==> config.mk <==
export PLATFORM = sky130hd
export DESIGN_NAME = digit_persistence
export DESIGN_NICKNAME = d
export VERILOG_FILES = /design/src/sv/dp_pkg.sv /design/src/sv/digit_persistence.sv /design/src/sv/dp_datapath.sv /design/src/sv/dp_ctrl.sv
export SDC_FILE = /design/constraint.sdc
export NUM_CORES = 1
export LEC_CHECK = 0
export ABC_CLOCK_PERIOD_IN_PS = 6700
export BUFFER_PORTS_ARGS = -buffer_cell sky130_fd_sc_hd__buf_2
export CORE_ASPECT_RATIO = 0.75
export CORE_MARGIN = 1.5
export CORE_UTILIZATION = 24
export DETAILED_ROUTE_END_ITERATION = 6
export GPL_TIMING_DRIVEN = 1
export PLACE_DENSITY = 0.48
export SYNTH_ARGS = -nofsm -noshare
export SYNTH_HDL_FRONTEND = slang
export SYNTH_SLANG_ARGS = --single-unit
==> constraint.sdc <==
create_clock -name clk -period 6.7 [get_ports clk]
set_clock_uncertainty 0.2 [all_clocks]
set_input_delay 0.67 -clock clk [delete_from_list [all_inputs] [get_ports clk]]
set_output_delay 0.67 -clock clk [all_outputs]
set_load 0.005 [all_outputs]
==> src/sv/dp_pkg.sv <==
// ----------------------------------------------------------------------------
// dp_pkg: shared definitions for the digit persistence block
// Widths, limits and the command and status groups between the controller
// and the datapath.
// ----------------------------------------------------------------------------
package dp_pkg;

	localparam int NUM_W       = 64;
	localparam int DIGIT_W     = 4;
	localparam int DIGITS      = 20;
	localparam int BCD_W       = DIGITS * DIGIT_W;
	localparam int BIT_CNT_W   = $clog2(NUM_W);
	localparam int STEPS_W     = 4;
	localparam int OUT_TDATA_W = 8;

	localparam logic [STEPS_W-1:0] STEPS_MAX = {STEPS_W{1'b1}};
	localparam logic [NUM_W-1:0]   RADIX     = NUM_W'(10);

	localparam logic [DIGIT_W-1:0] DD_THRESH = DIGIT_W'(5);
	localparam logic [DIGIT_W-1:0] DD_ADJUST = DIGIT_W'(3);

	typedef struct packed {
		logic load;        // take a new input word
		logic start_conv;  // clear the BCD register and seed the accumulator
		logic conv_step;   // one shift-add-3 step of the binary to BCD conversion
		logic acc_step;    // fold one decimal digit into the accumulator
		logic out_load;    // copy the step count into the output register
	} cmd_t;

	typedef struct packed {
		logic done;        // value below ten or count saturated
		logic conv_last;   // last bit of the conversion is being shifted in
		logic acc_last;    // last nonzero-leading digit is being folded in
	} sts_t;

endpackage

==> src/sv/digit_persistence.sv <==
// ----------------------------------------------------------------------------
// digit_persistence: additive or multiplicative decimal digit persistence
// Counts how often a 64-bit value is replaced by its digit sum or digit
// product until it falls below ten or the four-bit count saturates.
// ----------------------------------------------------------------------------
// Channel  Dir  Signals                         Contents (low bit up)
// s_*      in   s_tvalid s_tready s_tdata s_tuser  tdata: number[63:0]; tuser: kind
// m_*      out  m_tvalid m_tready m_tdata         tdata: steps[3:0], zeros [7:4]
//
// One word is worked on at a time. Each round is a check, a bit-serial binary
// to BCD conversion of all 64 bits and one accumulation step per decimal digit
// of the value (2 to 20).
// Reset clears the sequencer and the output valid; no clearing pass is needed.
// A stalled result holds in the output register and the next word is taken
// once it has been moved there.
// ----------------------------------------------------------------------------
module digit_persistence (
	input  logic                            clk,
	input  logic                            arst_n,
	input  logic                            s_tvalid,
	output logic                            s_tready,
	input  logic [dp_pkg::NUM_W-1:0]        s_tdata,   // number[63:0]
	input  logic                            s_tuser,   // kind
	output logic                            m_tvalid,
	input  logic                            m_tready,
	output logic [dp_pkg::OUT_TDATA_W-1:0]  m_tdata    // steps[3:0], zero pad
);

	dp_pkg::cmd_t               cmd;
	dp_pkg::sts_t               sts;
	logic [dp_pkg::STEPS_W-1:0] steps;

	dp_ctrl u_ctrl (
		.clk       (clk),
		.arst_n    (arst_n),
		.in_valid  (s_tvalid),
		.in_ready  (s_tready),
		.out_valid (m_tvalid),
		.out_ready (m_tready),
		.cmd       (cmd),
		.sts       (sts)
	);

	dp_datapath u_datapath (
		.clk       (clk),
		.arst_n    (arst_n),
		.cmd       (cmd),
		.sts       (sts),
		.in_kind   (s_tuser),
		.in_number (s_tdata),
		.steps     (steps)
	);

	assign m_tdata = {{(dp_pkg::OUT_TDATA_W-dp_pkg::STEPS_W){1'b0}}, steps};

endmodule

==> src/sv/dp_datapath.sv <==
// ----------------------------------------------------------------------------
// dp_datapath: value, BCD conversion and digit accumulation
// Converts the working value to decimal one bit per cycle (shift-add-3), then
// folds the digits into a sum or a product one digit per cycle.
// ----------------------------------------------------------------------------
module dp_datapath (
	input  logic                        clk,
	input  logic                        arst_n,
	input  dp_pkg::cmd_t                cmd,
	output dp_pkg::sts_t                sts,
	input  logic                        in_kind,
	input  logic [dp_pkg::NUM_W-1:0]    in_number,
	output logic [dp_pkg::STEPS_W-1:0]  steps
);

	logic [dp_pkg::NUM_W-1:0]     value_q;
	logic                         kind_q;
	logic [dp_pkg::STEPS_W-1:0]   count_q;
	logic [dp_pkg::BIT_CNT_W-1:0] bitcnt_q;
	logic [dp_pkg::BCD_W-1:0]     bcd_q;
	logic [dp_pkg::NUM_W-1:0]     acc_q;
	logic [dp_pkg::STEPS_W-1:0]   steps_q;

	logic [dp_pkg::BCD_W-1:0]     bcd_adj;
	logic [dp_pkg::DIGIT_W-1:0]   digit;
	logic [dp_pkg::NUM_W-1:0]     acc_next;
	logic [dp_pkg::BCD_W-1:0]     bcd_rest;

	always_comb begin
		for (int i = 0; i < dp_pkg::DIGITS; i++) begin
			if (bcd_q[i*dp_pkg::DIGIT_W +: dp_pkg::DIGIT_W] >= dp_pkg::DD_THRESH) begin
				bcd_adj[i*dp_pkg::DIGIT_W +: dp_pkg::DIGIT_W] =
					bcd_q[i*dp_pkg::DIGIT_W +: dp_pkg::DIGIT_W] + dp_pkg::DD_ADJUST;
			end else begin
				bcd_adj[i*dp_pkg::DIGIT_W +: dp_pkg::DIGIT_W] =
					bcd_q[i*dp_pkg::DIGIT_W +: dp_pkg::DIGIT_W];
			end
		end
	end

	assign digit    = bcd_q[dp_pkg::DIGIT_W-1:0];
	assign bcd_rest = bcd_q >> dp_pkg::DIGIT_W;

	always_comb begin
		if (kind_q) begin
			acc_next = acc_q * {{(dp_pkg::NUM_W-dp_pkg::DIGIT_W){1'b0}}, digit};
		end else begin
			acc_next = acc_q + {{(dp_pkg::NUM_W-dp_pkg::DIGIT_W){1'b0}}, digit};
		end
	end

	// Digits are taken from the low end; once the remaining digits are all
	// zero they are leading zeros and take no part in the sum or product.
	assign sts.done      = (value_q < dp_pkg::RADIX) || (count_q == dp_pkg::STEPS_MAX);
	assign sts.conv_last = (bitcnt_q == {dp_pkg::BIT_CNT_W{1'b1}});
	assign sts.acc_last  = (bcd_rest == '0);

	always_ff @(posedge clk) begin
		if (cmd.load) begin
			value_q <= in_number;
			kind_q  <= in_kind;
		end else if (cmd.conv_step) begin
			value_q <= value_q << 1;
		end else if (cmd.acc_step && sts.acc_last) begin
			value_q <= acc_next;
		end

		if (cmd.start_conv) begin
			bcd_q <= '0;
			acc_q <= kind_q ? dp_pkg::NUM_W'(1) : '0;
		end else if (cmd.conv_step) begin
			bcd_q <= {bcd_adj[dp_pkg::BCD_W-2:0], value_q[dp_pkg::NUM_W-1]};
		end else if (cmd.acc_step) begin
			bcd_q <= bcd_rest;
			acc_q <= acc_next;
		end

		if (cmd.out_load) begin
			steps_q <= count_q;
		end
	end

	always_ff @(posedge clk or negedge arst_n) begin
		if (!arst_n) begin
			count_q  <= '0;
			bitcnt_q <= '0;
		end else begin
			if (cmd.load) begin
				count_q <= '0;
			end else if (cmd.acc_step && sts.acc_last) begin
				count_q <= count_q + 1'b1;
			end

			if (cmd.start_conv) begin
				bitcnt_q <= '0;
			end else if (cmd.conv_step) begin
				bitcnt_q <= bitcnt_q + 1'b1;
			end
		end
	end

	assign steps = steps_q;

endmodule

==> src/sv/dp_ctrl.sv <==
// ----------------------------------------------------------------------------
// dp_ctrl: sequencer for the digit persistence block
// Steps through check, conversion and accumulation rounds and owns the
// input and output handshakes.
// ----------------------------------------------------------------------------
module dp_ctrl (
	input  logic         clk,
	input  logic         arst_n,
	input  logic         in_valid,
	output logic         in_ready,
	output logic         out_valid,
	input  logic         out_ready,
	output dp_pkg::cmd_t cmd,
	input  dp_pkg::sts_t sts
);

	typedef enum logic [2:0] {
		ST_IDLE,
		ST_CHECK,
		ST_CONV,
		ST_ACC,
		ST_FINISH
	} state_t;

	state_t state_q;
	logic   out_valid_q;
	logic   out_free;

	assign out_free = !out_valid_q || out_ready;
	assign in_ready = (state_q == ST_IDLE);

	always_comb begin
		cmd = '0;
		case (state_q)
			ST_IDLE:   cmd.load       = in_valid;
			ST_CHECK:  cmd.start_conv = !sts.done;
			ST_CONV:   cmd.conv_step  = 1'b1;
			ST_ACC:    cmd.acc_step   = 1'b1;
			ST_FINISH: cmd.out_load   = out_free;
			default:   cmd = '0;
		endcase
	end

	always_ff @(posedge clk or negedge arst_n) begin
		if (!arst_n) begin
			state_q     <= ST_IDLE;
			out_valid_q <= 1'b0;
		end else begin
			if (cmd.out_load) begin
				out_valid_q <= 1'b1;
			end else if (out_ready) begin
				out_valid_q <= 1'b0;
			end

			case (state_q)
				ST_IDLE: begin
					if (in_valid) state_q <= ST_CHECK;
				end
				ST_CHECK: begin
					state_q <= sts.done ? ST_FINISH : ST_CONV;
				end
				ST_CONV: begin
					if (sts.conv_last) state_q <= ST_ACC;
				end
				ST_ACC: begin
					if (sts.acc_last) state_q <= ST_CHECK;
				end
				ST_FINISH: begin
					if (out_free) state_q <= ST_IDLE;
				end
				default: begin
					state_q <= ST_IDLE;
				end
			endcase
		end
	end

	assign out_valid = out_valid_q;

endmodule

Yosys cells after proc, flatten, opt, wreduce, memory -nomap -nowiden. Cells that the tools add are included.

Register bits after elaboration: 227. Bits of input ports: 69. Output and inout port bits: 10. Logic and storage cells: 127.

Add/sub/neg operators: 23. Multiply operators: 1. Order comparisons: 21. Equality and inequality tests: 11. Mux-type cells: 47. Reduce and logical (&&, ||, !) cells: 15.

Operator list (count): 2-to-1 mux 64 bit (7); 2-to-1 mux 80 bit (2); 2-to-1 mux 4 bit (21); >= comparator 4 x 3 -> 1 bit, second input constant (20); zero test 80 bit (1); adder 4 x 2 -> 4 bit, second input constant (19); adder 64 x 4 -> 64 bit (1); < comparator 64 x 4 -> 1 bit, second input constant (1); multiplier 64 x 4 -> 64 bit (1); 2-to-1 mux 3 bit (6); case mux 3 bit (5 select lines) (1); 2-to-1 mux 6 bit (2); nonzero test 2 bit (5); 2-to-1 mux 1 bit (8); adder 6 x 1 -> 6 bit, second input constant (1); == test 3 x 2 -> 1 bit, second input constant (2); == test 6 bit, second input constant (1); inequality test 2 x 1 -> 1 bit, second input constant (3); adder 4 x 1 -> 4 bit, second input constant (1); == test 4 bit, second input constant (1); inequality test 2 bit, second input constant (2); AND reduction 4 bit (1); adder 3 x 2 -> 3 bit, second input constant (1); == test 3 x 1 -> 1 bit, second input constant (1); other kinds (7) (9).

Longest topological paths before layout.
Word-level depth: 6. Gate-level depth with buffers: 18. Depth with buffers taken out: 16.

Cells and area by module. A second synthesis with hierarchy kept.

Cells, all modules: 2668. Area total of the unflattened synthesis: 22331.4 µm².

Modules (own cells, without submodules): dp_datapath (times used 1, cells an instance 2639, area each 22056.2 µm²); dp_ctrl (times used 1, cells an instance 24, area each 241.5 µm²); digit_persistence (times used 1, cells an instance 5, area each 33.8 µm²).

Least setup slack after synthesis. No wires, ideal clock.

Path type: register to register. Start point: register u_datapath.count_q[0] in the netlist's numbering. End point: register u_datapath.acc_q[0] in the netlist's numbering, enable pin. Data arrival time: 4323 ps. Required time: 6014 ps. Path slack: 1691 ps. Stages on the path, launching flop included: 8. Buffers on the path: 2. Clock period less this slack: 5009 ps. Cell sequence: dfrtp_1 ha_1 a31oi_1 nor4bb_1 clkbuf_1 clkbuf_1 nor2_1 nor2_1.

Cells in the longest elaborated chain, start to end: 6. Elaborated cells on any way between the ends: 7. Classes of those cells: eq/ne: 2; mux: 1; reduce/logical: 4.

RTL lines: from (decl) (RTL line dp_datapath.sv:18) `logic [dp_pkg::STEPS_W-1:0] count_q;`; from (signal assigned) (RTL line dp_datapath.sv:91) `count_q <= count_q + 1'b1;`; == test 4 bit (*) (RTL line dp_datapath.sv:54) `assign sts.done = (value_q < dp_pkg::RADIX) || (count_q == dp_pkg::STEPS_MAX);`; logical OR 1 bit (*) (RTL line dp_datapath.sv:54); zero test 1 bit (*) (RTL line dp_ctrl.sv:36) `ST_CHECK: cmd.start_conv = !sts.done;`; 2-to-1 mux 1 bit (*) (RTL line dp_ctrl.sv:34) `case (state_q)`; inequality test 2 x 1 -> 1 bit (no line) or nonzero test 2 bit (tied branches); AND reduction 2 bit (no line) (*); to (signal assigned) (RTL line dp_datapath.sv:70) `acc_q <= kind_q ? dp_pkg::NUM_W'(1) : '0;`; to (signal assigned) (RTL line dp_datapath.sv:75) `acc_q <= acc_next;`; to (decl) (RTL line dp_datapath.sv:21) `logic [dp_pkg::NUM_W-1:0] acc_q;`.

Every way passes the cells marked *; elsewhere a longest branch is shown, timed or not. A chain may end at the register's enable or synchronous reset.

Final worst setup path.
Start point: register u_datapath.bcd_q[1] in the netlist's numbering. End point: register u_datapath.acc_q[57] in the netlist's numbering, data pin.

Cells in the longest elaborated chain, start to end: 5. Elaborated cells on any way between the ends: 6. Classes of those cells: add/sub: 1; mul: 1; mux: 4.

RTL lines: from (decl) (RTL line dp_datapath.sv:20) `logic [dp_pkg::BCD_W-1:0] bcd_q;`; from (signal assigned) (RTL line dp_datapath.sv:72) `bcd_q <= {bcd_adj[dp_pkg::BCD_W-2:0], value_q[dp_pkg::NUM_W-1]};`; from (signal assigned) (RTL line dp_datapath.sv:74) `bcd_q <= bcd_rest;`; multiplier 64 x 4 -> 64 bit or adder 64 x 4 -> 64 bit (tied branches) (RTL line dp_datapath.sv:46, dp_datapath.sv:48); 2-to-1 mux 64 bit (*) (RTL line dp_datapath.sv:45) `if (kind_q) begin`; 2-to-1 mux 64 bit (*) (RTL line dp_datapath.sv:73) `end else if (cmd.acc_step) begin`; 2-to-1 mux 64 bit (*) (RTL line dp_datapath.sv:71) `end else if (cmd.conv_step) begin`; 2-to-1 mux 64 bit (*) (RTL line dp_datapath.sv:68) `if (cmd.start_conv) begin`.

Every way passes the cells marked *; elsewhere a longest branch is shown, timed or not. The select of a mux whose other input is x is not followed.

==> impl_metrics.env <==
export IMPL_grt_pass1_vias=19700
export IMPL_async_flop_share_pct=6.17
export IMPL_place_gp_congestion=0.944
export IMPL_synth_enable_flop_cells=133
export IMPL_worstSetupPathType="reg -> reg"
export IMPL_clkSinkCount=227
export IMPL_drive_gt1_share_pct=6.49
export IMPL_synth_cell_types=77
export IMPL_syn_area_um2=22900
export IMPL_grt_max_degree=120
export IMPL_mostFrequentLayoutCells="362 x nand2_1, 284 x inv_1, 256 x a21oi_1, 206 x nor2_1, 181 x o21ai_0"
export IMPL_status="completed"
export IMPL_root_buffer="clkbuf_16"
export IMPL_slew_limit_headroom_pct=23.2
export IMPL_synth_yosys_warnings=0
export IMPL_nets=3189
export IMPL_die_x_um=359
export IMPL_port_buffers=74
export IMPL_ys_flop_type="edfxtp_1"
export IMPL_grt_overflow_total=0
export IMPL_arrival_ps=5950
export IMPL_cp_max_fo=35
export IMPL_grt_pass1_wl_um=125000
export IMPL_required_ps=6870
export IMPL_syn_avg_cell_area_um2=7.88
export IMPL_min_period_ps=5780
export IMPL_drv_cap=0
export IMPL_postRouteAntennaNets=0
export IMPL_post_route_period_util_pct=86.2
export IMPL_final_setup_tns_ps=0
export IMPL_worstSetupStartpointType="flop"
export IMPL_rsz0062_at_grt="no"
export IMPL_max_freq_mhz=173
export IMPL_firstDrtPassIters=5
export IMPL_io_pins=79
export IMPL_clk_path_buf_depth=3
export IMPL_cts_resized=0
export IMPL_final_hold_viol_count=0
export IMPL_ys_seq_elements=227
export IMPL_coreArea_um2=93900
export IMPL_synthCells=2903
export IMPL_cts_tree="yes"
export IMPL_wl_um=82100
export IMPL_tightest_slew_ps=1140
export IMPL_insertion_delay_ps=620
export IMPL_die_h_um=270
export IMPL_via_per_inst=4.97
export IMPL_vias=20500
export IMPL_yosysSeqAreaShare_pct=26.0
export IMPL_grt_util_all_layers_pct=16.6
export IMPL_initial_core_util_pct=24.3
export IMPL_final_common_cell="nand2_1"
export IMPL_dieArea_um2=97200
export IMPL_hold_path_class="in -> reg"
export IMPL_clk_pin_slew_worst_paths_ps=70
export IMPL_avgRoutedWirePerCell_um=19.9
export IMPL_drv_slew=0
export IMPL_row_count=97
export IMPL_drt_initial_drc_count=1916
export IMPL_setup_violations=0
export IMPL_area_growth_pct=11.2
export IMPL_antenna_found_initial=3
export IMPL_htreeDepth=1
export IMPL_drc=0
export IMPL_dp_hpwl_um=60400
export IMPL_cp_end_kind="flop"
export IMPL_cts_buffers=31
==> cell families (layout without fill, tap and decap cells) <==
kind of cell             count (synthesis)  after routing  share of synthesized area, %
AO/OA/AOI/OAI                          708            708                          18.5
XOR/XNOR                               137            137                          5.25
adder cells (fa/ha/maj)                250            250                          17.7
buffers and inverters                  464            453                          7.73
flip-flops                             227            227                          26.0
multiplexers                            35             35                          1.54
other                                    1              6                        0.0164
AND/OR/NAND/NOR                       1081           1081                          23.3
==> stage by stage <==
| step | cells | setup slack [ps] | hold slack, ps | cell area (um2) | utilization [%] |
|---|---|---|---|---|---|
| floorplan | 2906 | 1690 | 174 | 22900 | - |
| global route | 4132 | 805 | 144 | 25400 | 27.1 |
| detailed placement | 4072 | 1200 | 296 | 24400 | 26.0 |
| finish | 4134 | 922 | 125 | 25400 | 27.1 |
| global placement | 4072 | 1260 | 292 | 24400 | 26.0 |
| CTS | 4132 | 1220 | 101 | 25400 | 27.1 |
==> critical path: stages (launching register included) <==
cell	delay, ps
dfxtp_2	670
buf_4	510
and2_1	220
fa_1	410
inv_1	90
fa_1	390
inv_1	70
ha_1	320
nand4_1	230
or2_2	350
nor2_1	160
nand3_1	270
o31ai_1	910
a41oi_1	330
a221o_1	390
==> sequential cells by signal, indices dropped and copies added (netlist names) <==
signal and count:
u_datapath.acc_q 64, u_ctrl.out_valid 1, u_datapath.count_q 4, u_datapath.steps 4, u_ctrl.state_q 3, u_datapath.value_q 64
u_datapath.bcd_q 80, u_datapath.kind_q 1, u_datapath.bitcnt_q 6
==> cells in the mapped netlist (48+ instances only) <==
master	count	area, um2
nand2_1	364	1370
inv_1	284	1070
a21oi_1	256	1280
nor2_1	208	781
o21ai_0	181	906
and2_1	173	1080
clkbuf_1	157	589
edfxtp_1	133	3990
ha_1	128	1600
fa_1	122	2440
xnor2_1	89	780
dfxtp_1	80	1600
nand2b_1	50	313
nor3_1	49	245
xor2_1	48	420
==> layout make-up <==
| type | instances | area, um2 |
|---|---|---|
| well taps | 1237 | 1550 |
| diodes | 2 | 5.00 |
| fillers | 10400 | 68500 |
| inverters | 286 | 1070 |
| repair buffers | 109 | 651 |
| clock inverters | 13 | 80.1 |
| clock buffers | 45 | 891 |
| flip-flops and latches | 227 | 5950 |
| multi-input cells | 2215 | 15200 |
==> layer usage <==
| metal | track usage [%] | part of all wire [%] |
|---|---|---|
| met5 | 0 | 0.028 |
| met1 | 25.9 | 51 |
| met2 | 22.3 | 38 |
| met4 | 3.28 | 1.8 |
| met3 | 4.08 | 8.7 |
==> final timing paths <==
path                       depth (start not counted)                             start  slack [ps]                            endpoint
min reg2reg                                        2  u_datapath.bcd_q[9]$_SDFFE_PP0P_         300    u_datapath.bcd_q[9]$_SDFFE_PP0P_
min in group asynchronous                          2                            arst_n         360   u_datapath.count_q[2]$_DFFE_PN0P_
max reg2reg                                       14  u_datapath.bcd_q[1]$_SDFFE_PP0P_         920  u_datapath.acc_q[57]$_SDFFCE_PP0P_
max                                               14  u_datapath.bcd_q[1]$_SDFFE_PP0P_         920  u_datapath.acc_q[57]$_SDFFCE_PP0P_
max in group asynchronous                          2                            arst_n        5620       u_ctrl.state_q[0]$_DFFE_PN0P_
min                                                3                       s_tdata[30]         130    u_datapath.value_q[30]$_DFFE_PP_
==> repair_timing <==
| action | in CTS | in global routing |
|---|---|---|
| hold buffers | 2 | 0 |
| setup buffers | 0 | 0 |
| hold endpoints to repair | 15 | 0 |
Power is left out: the tool's default activity adds up to more than one toggle a clock period on the data nets, which glitch-free logic cannot reach.
